$ cat config.mk
export PLATFORM = sky130hd
export DESIGN_NAME = golden_section_minimum_search
export DESIGN_NICKNAME = d
export VERILOG_FILES = /design/src/sv/gss_pkg.sv /design/src/sv/gss_offset.sv /design/src/sv/gss_step.sv /design/src/sv/golden_section_minimum_search.sv
export SDC_FILE = /design/constraint.sdc
export NUM_CORES = 2
export LEC_CHECK = 0
export BUFFER_PORTS_ARGS = -buffer_cell sky130_fd_sc_hd__buf_2
export CAP_MARGIN = 40
export CELL_PAD_IN_SITES_DETAIL_PLACEMENT = 0
export CELL_PAD_IN_SITES_GLOBAL_PLACEMENT = 2
export CORE_ASPECT_RATIO = 1.4
export CORE_MARGIN = 8
export CORE_UTILIZATION = 40
export DETAILED_ROUTE_END_ITERATION = 8
export GPL_ROUTABILITY_DRIVEN = 0
export PLACE_DENSITY = 0.79
export RECOVER_POWER = 50
export SYNTH_ARGS = -nofsm -noshare
export SYNTH_HDL_FRONTEND = slang
export SYNTH_HIERARCHICAL = 1
export SYNTH_SLANG_ARGS = --single-unit
$ cat constraint.sdc
create_clock -name clk -period 17.8 [get_ports clk]
set_clock_uncertainty 0.2 [all_clocks]
set_input_delay 5.34 -clock clk [delete_from_list [all_inputs] [get_ports clk]]
set_output_delay 5.34 -clock clk [all_outputs]
set_load 0.02 [all_outputs]
$ cat src/sv/gss_pkg.sv
// ----------------------------------------------------------------------------
// gss_pkg
// shared codes, control struct and constants of the golden section search
// ----------------------------------------------------------------------------
package gss_pkg;

  localparam int FIELD_WIDTH = 32;
  localparam int TOL_WIDTH   = 31;

  localparam logic [TOL_WIDTH-1:0] TOL_RESET = 31'd66;

  // floor(2^32 / phi)
  localparam logic [31:0] INV_PHI_Q32 = 32'd2654435769;

  typedef enum logic {
    CMD_START = 1'b0,
    CMD_VALUE = 1'b1
  } cmd_t;

  typedef enum logic [1:0] {
    KIND_EVAL    = 2'd0,
    KIND_DONE    = 2'd1,
    KIND_IGNORED = 2'd2
  } kind_t;

  typedef enum logic [1:0] {
    PEND_NONE  = 2'd0,
    PEND_LEFT  = 2'd1,
    PEND_RIGHT = 2'd2
  } pend_t;

  typedef struct packed {
    logic  need_left;
    logic  need_right;
    pend_t pending;
  } ctl_t;

endpackage

$ cat src/sv/gss_offset.sv
// ----------------------------------------------------------------------------
// gss_offset
// golden inner offset: floor(width * INV_PHI_Q32 / 2^32)
// ----------------------------------------------------------------------------
module gss_offset #(
  parameter int POS_WIDTH = 32
) (
  input  logic [POS_WIDTH-1:0] width_in,
  output logic [POS_WIDTH-1:0] offset
);

  generate
    if (POS_WIDTH > 32) begin : g_wide
      logic [63:0]          low_prod;
      logic [POS_WIDTH-1:0] high_prod;
      assign low_prod  = 64'(width_in[31:0]) * 64'(gss_pkg::INV_PHI_Q32);
      assign high_prod = POS_WIDTH'(width_in[POS_WIDTH-1:32]) *
                         POS_WIDTH'(gss_pkg::INV_PHI_Q32);
      assign offset    = high_prod + POS_WIDTH'(low_prod[63:32]);
    end else begin : g_narrow
      logic [63:0] prod;
      assign prod   = 64'(width_in) * 64'(gss_pkg::INV_PHI_Q32);
      assign offset = POS_WIDTH'(prod[63:32]);
    end
  endgenerate

endmodule

$ cat src/sv/gss_step.sv
// ----------------------------------------------------------------------------
// gss_step
// next search state and result for one item
// ----------------------------------------------------------------------------
module gss_step #(
  parameter int POS_WIDTH = 32
) (
  input  logic                                cmd,
  input  logic signed [gss_pkg::FIELD_WIDTH-1:0] lo_bound,
  input  logic signed [gss_pkg::FIELD_WIDTH-1:0] hi_bound,
  input  logic signed [gss_pkg::FIELD_WIDTH-1:0] fvalue,
  input  logic [gss_pkg::TOL_WIDTH-1:0]       tolerance,
  input  logic [POS_WIDTH-1:0]                lo_q,
  input  logic [POS_WIDTH-1:0]                hi_q,
  input  logic [POS_WIDTH-1:0]                lp_q,
  input  logic [POS_WIDTH-1:0]                rp_q,
  input  logic signed [gss_pkg::FIELD_WIDTH-1:0] lv_q,
  input  logic signed [gss_pkg::FIELD_WIDTH-1:0] rv_q,
  input  gss_pkg::ctl_t                       ctl_q,
  output logic [POS_WIDTH-1:0]                lo_nxt,
  output logic [POS_WIDTH-1:0]                hi_nxt,
  output logic [POS_WIDTH-1:0]                lp_nxt,
  output logic [POS_WIDTH-1:0]                rp_nxt,
  output logic signed [gss_pkg::FIELD_WIDTH-1:0] lv_nxt,
  output logic signed [gss_pkg::FIELD_WIDTH-1:0] rv_nxt,
  output gss_pkg::ctl_t                       ctl_nxt,
  output gss_pkg::kind_t                      kind,
  output logic [gss_pkg::FIELD_WIDTH-1:0]     point
);

  localparam int CW = (POS_WIDTH > gss_pkg::TOL_WIDTH) ? POS_WIDTH : gss_pkg::TOL_WIDTH;

  logic [POS_WIDTH-1:0]                  b_lo, b_hi;
  logic [POS_WIDTH-1:0]                  lo_a, hi_a, lp_a, rp_a;
  logic signed [gss_pkg::FIELD_WIDTH-1:0] lv_a, rv_a;
  gss_pkg::ctl_t                         ctl_a;
  logic                                  run;
  logic [POS_WIDTH-1:0]                  width;
  logic [POS_WIDTH-1:0]                  off;
  logic [POS_WIDTH-1:0]                  pt;

  assign b_lo = POS_WIDTH'(lo_bound);
  assign b_hi = POS_WIDTH'(hi_bound);

  // load or take the value, then narrow
  always_comb begin
    lo_a  = lo_q;
    hi_a  = hi_q;
    lp_a  = lp_q;
    rp_a  = rp_q;
    lv_a  = lv_q;
    rv_a  = rv_q;
    ctl_a = ctl_q;
    run   = 1'b0;
    if (gss_pkg::cmd_t'(cmd) == gss_pkg::CMD_START) begin
      if ($signed(b_lo) > $signed(b_hi)) begin
        lo_a = b_hi;
        hi_a = b_lo;
      end else begin
        lo_a = b_lo;
        hi_a = b_hi;
      end
      ctl_a.need_left  = 1'b1;
      ctl_a.need_right = 1'b1;
      run              = 1'b1;
    end else begin
      case (ctl_q.pending)
        gss_pkg::PEND_LEFT: begin
          lv_a            = fvalue;
          ctl_a.need_left = 1'b0;
          run             = 1'b1;
        end
        gss_pkg::PEND_RIGHT: begin
          rv_a             = fvalue;
          ctl_a.need_right = 1'b0;
          run              = 1'b1;
        end
        default: run = 1'b0;
      endcase
      if (run && !ctl_a.need_left && !ctl_a.need_right) begin
        if (lv_a >= rv_a) begin
          lo_a             = lp_q;
          lp_a             = rp_q;
          lv_a             = rv_a;
          ctl_a.need_right = 1'b1;
        end else begin
          hi_a            = rp_q;
          rp_a            = lp_q;
          rv_a            = lv_a;
          ctl_a.need_left = 1'b1;
        end
      end
    end
  end

  assign width = hi_a - lo_a;

  gss_offset #(
    .POS_WIDTH (POS_WIDTH)
  ) u_offset (
    .width_in (width),
    .offset   (off)
  );

  // next request or finish; an item with no pending value is ignored
  always_comb begin
    lo_nxt  = lo_a;
    hi_nxt  = hi_a;
    lp_nxt  = lp_a;
    rp_nxt  = rp_a;
    lv_nxt  = lv_a;
    rv_nxt  = rv_a;
    ctl_nxt = ctl_a;
    kind    = gss_pkg::KIND_IGNORED;
    pt      = '0;
    if (run) begin
      if (CW'(width) <= CW'(tolerance)) begin
        ctl_nxt.pending = gss_pkg::PEND_NONE;
        kind            = gss_pkg::KIND_DONE;
        pt              = lo_a + (width >> 1);
      end else if (ctl_a.need_left) begin
        lp_nxt          = hi_a - off;
        ctl_nxt.pending = gss_pkg::PEND_LEFT;
        kind            = gss_pkg::KIND_EVAL;
        pt              = hi_a - off;
      end else if (ctl_a.need_right) begin
        rp_nxt          = lo_a + off;
        ctl_nxt.pending = gss_pkg::PEND_RIGHT;
        kind            = gss_pkg::KIND_EVAL;
        pt              = lo_a + off;
      end else begin
        ctl_nxt.pending = gss_pkg::PEND_NONE;
        kind            = gss_pkg::KIND_DONE;
        pt              = lo_a + (width >> 1);
      end
    end
  end

  assign point = gss_pkg::FIELD_WIDTH'($signed(pt));

endmodule

$ cat src/sv/golden_section_minimum_search.sv
// ----------------------------------------------------------------------------
// golden_section_minimum_search
// golden section minimum search controller with an external objective
//
//   channel  dir  handshake            payload
//   in_      in   in_valid/in_ready    in_cmd, in_lo_bound, in_hi_bound, in_fvalue
//   out_     out  out_valid/out_ready  out_kind, out_point, out_lo_out, out_hi_out
//   cfg_     in   cfg_valid/cfg_ready  cfg_tolerance
//
// one item per cycle sustained while out_ready is high; an item passes the input
// register, then the step logic with the offset multiply into the result register
// synchronous reset clears the search state, tolerance goes to 66
// a stalled result holds; one more item waits in the input register
// cfg_ready is always high
// ----------------------------------------------------------------------------
module golden_section_minimum_search #(
  parameter int POS_WIDTH = 32
) (
  input  logic                                clk,
  input  logic                                rst_n,
  input  logic                                in_valid,
  output logic                                in_ready,
  input  logic                                in_cmd,
  input  logic signed [gss_pkg::FIELD_WIDTH-1:0] in_lo_bound,
  input  logic signed [gss_pkg::FIELD_WIDTH-1:0] in_hi_bound,
  input  logic signed [gss_pkg::FIELD_WIDTH-1:0] in_fvalue,
  output logic                                out_valid,
  input  logic                                out_ready,
  output logic [1:0]                          out_kind,
  output logic signed [gss_pkg::FIELD_WIDTH-1:0] out_point,
  output logic signed [gss_pkg::FIELD_WIDTH-1:0] out_lo_out,
  output logic signed [gss_pkg::FIELD_WIDTH-1:0] out_hi_out,
  input  logic                                cfg_valid,
  output logic                                cfg_ready,
  input  logic [gss_pkg::TOL_WIDTH-1:0]       cfg_tolerance
);

  logic [gss_pkg::TOL_WIDTH-1:0]         tol_r;

  logic                                  s1_valid_r;
  logic                                  s1_cmd_r;
  logic signed [gss_pkg::FIELD_WIDTH-1:0] s1_lo_r, s1_hi_r, s1_fv_r;
  logic                                  s1_adv;

  logic [POS_WIDTH-1:0]                  lo_r, hi_r, lp_r, rp_r;
  logic [POS_WIDTH-1:0]                  lo_nxt, hi_nxt, lp_nxt, rp_nxt;
  logic signed [gss_pkg::FIELD_WIDTH-1:0] lv_r, rv_r, lv_nxt, rv_nxt;
  gss_pkg::ctl_t                         ctl_r, ctl_nxt;
  gss_pkg::kind_t                        kind_nxt;
  logic [gss_pkg::FIELD_WIDTH-1:0]       point_nxt;

  logic                                  out_valid_r;
  gss_pkg::kind_t                        out_kind_r;
  logic [gss_pkg::FIELD_WIDTH-1:0]       out_point_r, out_lo_r, out_hi_r;

  assign s1_adv    = s1_valid_r && (!out_valid_r || out_ready);
  assign in_ready  = !s1_valid_r || s1_adv;
  assign cfg_ready = 1'b1;

  always_ff @(posedge clk) begin
    if (!rst_n) begin
      tol_r <= gss_pkg::TOL_RESET;
    end else if (cfg_valid) begin
      tol_r <= cfg_tolerance;
    end
  end

  // input register
  always_ff @(posedge clk) begin
    if (!rst_n) begin
      s1_valid_r <= 1'b0;
    end else if (in_ready) begin
      s1_valid_r <= in_valid;
    end
  end

  always_ff @(posedge clk) begin
    if (in_ready && in_valid) begin
      s1_cmd_r <= in_cmd;
      s1_lo_r  <= in_lo_bound;
      s1_hi_r  <= in_hi_bound;
      s1_fv_r  <= in_fvalue;
    end
  end

  gss_step #(
    .POS_WIDTH (POS_WIDTH)
  ) u_step (
    .cmd       (s1_cmd_r),
    .lo_bound  (s1_lo_r),
    .hi_bound  (s1_hi_r),
    .fvalue    (s1_fv_r),
    .tolerance (tol_r),
    .lo_q      (lo_r),
    .hi_q      (hi_r),
    .lp_q      (lp_r),
    .rp_q      (rp_r),
    .lv_q      (lv_r),
    .rv_q      (rv_r),
    .ctl_q     (ctl_r),
    .lo_nxt    (lo_nxt),
    .hi_nxt    (hi_nxt),
    .lp_nxt    (lp_nxt),
    .rp_nxt    (rp_nxt),
    .lv_nxt    (lv_nxt),
    .rv_nxt    (rv_nxt),
    .ctl_nxt   (ctl_nxt),
    .kind      (kind_nxt),
    .point     (point_nxt)
  );

  // search state
  always_ff @(posedge clk) begin
    if (!rst_n) begin
      lo_r  <= '0;
      hi_r  <= '0;
      lp_r  <= '0;
      rp_r  <= '0;
      lv_r  <= '0;
      rv_r  <= '0;
      ctl_r <= '{need_left: 1'b1, need_right: 1'b1, pending: gss_pkg::PEND_NONE};
    end else if (s1_adv) begin
      lo_r  <= lo_nxt;
      hi_r  <= hi_nxt;
      lp_r  <= lp_nxt;
      rp_r  <= rp_nxt;
      lv_r  <= lv_nxt;
      rv_r  <= rv_nxt;
      ctl_r <= ctl_nxt;
    end
  end

  // result register
  always_ff @(posedge clk) begin
    if (!rst_n) begin
      out_valid_r <= 1'b0;
    end else if (s1_adv) begin
      out_valid_r <= 1'b1;
    end else if (out_ready) begin
      out_valid_r <= 1'b0;
    end
  end

  always_ff @(posedge clk) begin
    if (s1_adv) begin
      out_kind_r  <= kind_nxt;
      out_point_r <= point_nxt;
      out_lo_r    <= gss_pkg::FIELD_WIDTH'($signed(lo_nxt));
      out_hi_r    <= gss_pkg::FIELD_WIDTH'($signed(hi_nxt));
    end
  end

  assign out_valid  = out_valid_r;
  assign out_kind   = out_kind_r;
  assign out_point  = out_point_r;
  assign out_lo_out = out_lo_r;
  assign out_hi_out = out_hi_r;

endmodule

==> run metrics <==
TritonCTS clock tree built; syn nets 6446; detailed placement HPWL 135000 um; Slew HR -4.02; Synth top area share 0.198; Commonest cells post-synth inv_1, ha_1, nand2_1, fa_1, mux2i_1; Syn-to-layout area delta 10.5%; DR iter-0 viols 2229; # setup viols final 0; Hold Path Class register to register; Place WS 0.329 ns; WP buf/inv 13; most frequent CP cell fa_1; post-DR wirelength/cell 23.4 um; sequential fraction of the synthesis area 0.210; vias in the first global route 39400; Arr. time, crit path 17.25 ns; row count 153; clk sinks 424; die width 314 um; max_cap viols 5; Root Driver clkbuf_16; outcome finished with violations; WS Path Type register to register; Yosys top cell by area fa_1; hold slack 0.255 ns; Setup crit start ctl_r[1]; HP Start lo_r[3]; Syn Inst Count 5204; Final Hold Viols 0; CP peak stage delay 0.62 ns; flop and latch count out of synthesis 424; Initial DRT Pass Iterations 7; GR Overflow Total 0; Max Fclk 58.5 MHz; GRT Total Usage 0.241; Worst Setup Slack, final 0.716 ns; post-synthesis cell type count 97; Initial Util 0.401; Sum Neg Setup Slack 0 ns; worst-path maximum fanout 18; Final min period 17.08 ns; R2R Path Start ctl_r[1]; I/O pin total 234; fin. max-slew vios 316; IO Port Bufs 232; Core Util, Final 0.444; via count 38200; Worst-Skew Late Latency 0.64 ns; CP Capture Type register; WP data required 17.96 ns; core area 124000 um2; Post-Syn Area 49600 um2; Slowest cell on crit path or2_0; Residual DRC 0; FF+latch area 10400 um2; clock tree buffer depth 3; Worst Max-Slew Pin Slew 7.52 ns; Vias/cell 5.37; die height 433 um; # fillers 12400; Clock transition at path regs 0.07 ns; die area 136000 um2; share of layout cells above drive strength 1 0.105; largest net degree at the start of global routing 189; TritonCTS Buffers 48; largest delay contributor family on the critical path adder cells; Critical Path Start Type register; final wirelength 166000 um; main flop type after synthesis dfxtp_1; failing checks capacitance limit, slew limit; antenna-violating nets left 0; multi-input gate area in the final layout 35300 um2; Syn Area/Cell 9.54 um2; Yosys warning count 6; global-route wire length before repair 247000 um; EDFF count, synth 195; htree depth 2; asr flop ratio synth 0; nets 6692; initial antenna violation count 9; most common cell in the netlist inv_1; Final period util 0.960; synth top area cells fa_1, ha_1, edfxtp_1
## through the flow
stage	instance area, um2	instances
2_1_floorplan	49600	5204
3_3_place_gp	53100	7013
3_5_place_dp	53300	7022
4_1_cts	55000	7111
5_1_grt	54900	7117
6_report	54900	7117
## logic make-up (layout without fill, tap and decap cells)
logic type,Yosys count,after routing,synth area share
fa+ha+maj,1109,1109,0.354
other cells,1,2,0.0000755
xor+xnor,136,136,0.0243
buf+inv,1042,1327,0.0840
mux,576,576,0.120
flops,424,424,0.210
simple gates,1113,1113,0.0998
compound gates,803,803,0.108
## worst register-to-register path: cells and delay by family (launching register included)
kind                     cells  cell delay (ns)
buffers and inverters       13             2.05
XOR/XNOR                     3             0.75
multiplexers                 2             0.53
AND/OR/NAND/NOR             12             3.18
adder cells (fa/ha/maj)     13             6.06
AO/OA/AOI/OAI               17             3.74
flip-flops                   1             0.33
## worst paths after layout
path | end | slack (ns) | cells past startpoint
max | out_point[31] | 0.72 | 60
min | lo_r[3] | 0.26 | 2
max reg2reg | out_point[31] | 0.72 | 60
min reg2reg | lo_r[3] | 0.26 | 2
## cell usage in the layout (no fill, tap or decap), types with 63 or more instances in the layout
master,count
dfxtp_1,229
buf_4,114
buf_2,148
xnor2_1,63
mux2i_1,455
clkbuf_1,109
nand2_1,559
a21oi_1,248
fa_1,491
edfxtp_1,195
mux2_2,112
o21ai_0,144
a211oi_1,64
nor2_1,242
a21o_1,88
ha_1,617
inv_1,856
## layout make-up
cell class,count,area share
sequential,424,0.190
clock inverter,35,0.00848
antenna,1,0.0000456
timing repair buffer,377,0.0395
clock buffer,54,0.0227
tap,1627,0.0371
multi-input combinational,3738,0.643
inverter,861,0.0589
## timing repair
| action | 4_1_cts | 5_1_grt |
|---|---|---|
| endpoints found under the setup margin | 0 | 50 |
| buffers inserted | 0 | 5 |
| gates resized for setup | 0 | 11 |
| hold buffers | 0 | 0 |
## metal layers
metal | global-route usage | up-vias | share of wire
met5 | 0 | - | 0
met4 | 0.0989 | 0 | 0.047
met3 | 0.0287 | 293 | 0.047
met2 | 0.415 | 1053 | 0.49
met1 | 0.304 | 18800 | 0.42
li1 | - | 18100 | -
Power is left out: the tool's default activity adds up to more than one toggle a clock period on the data nets, which glitch-free logic cannot reach.
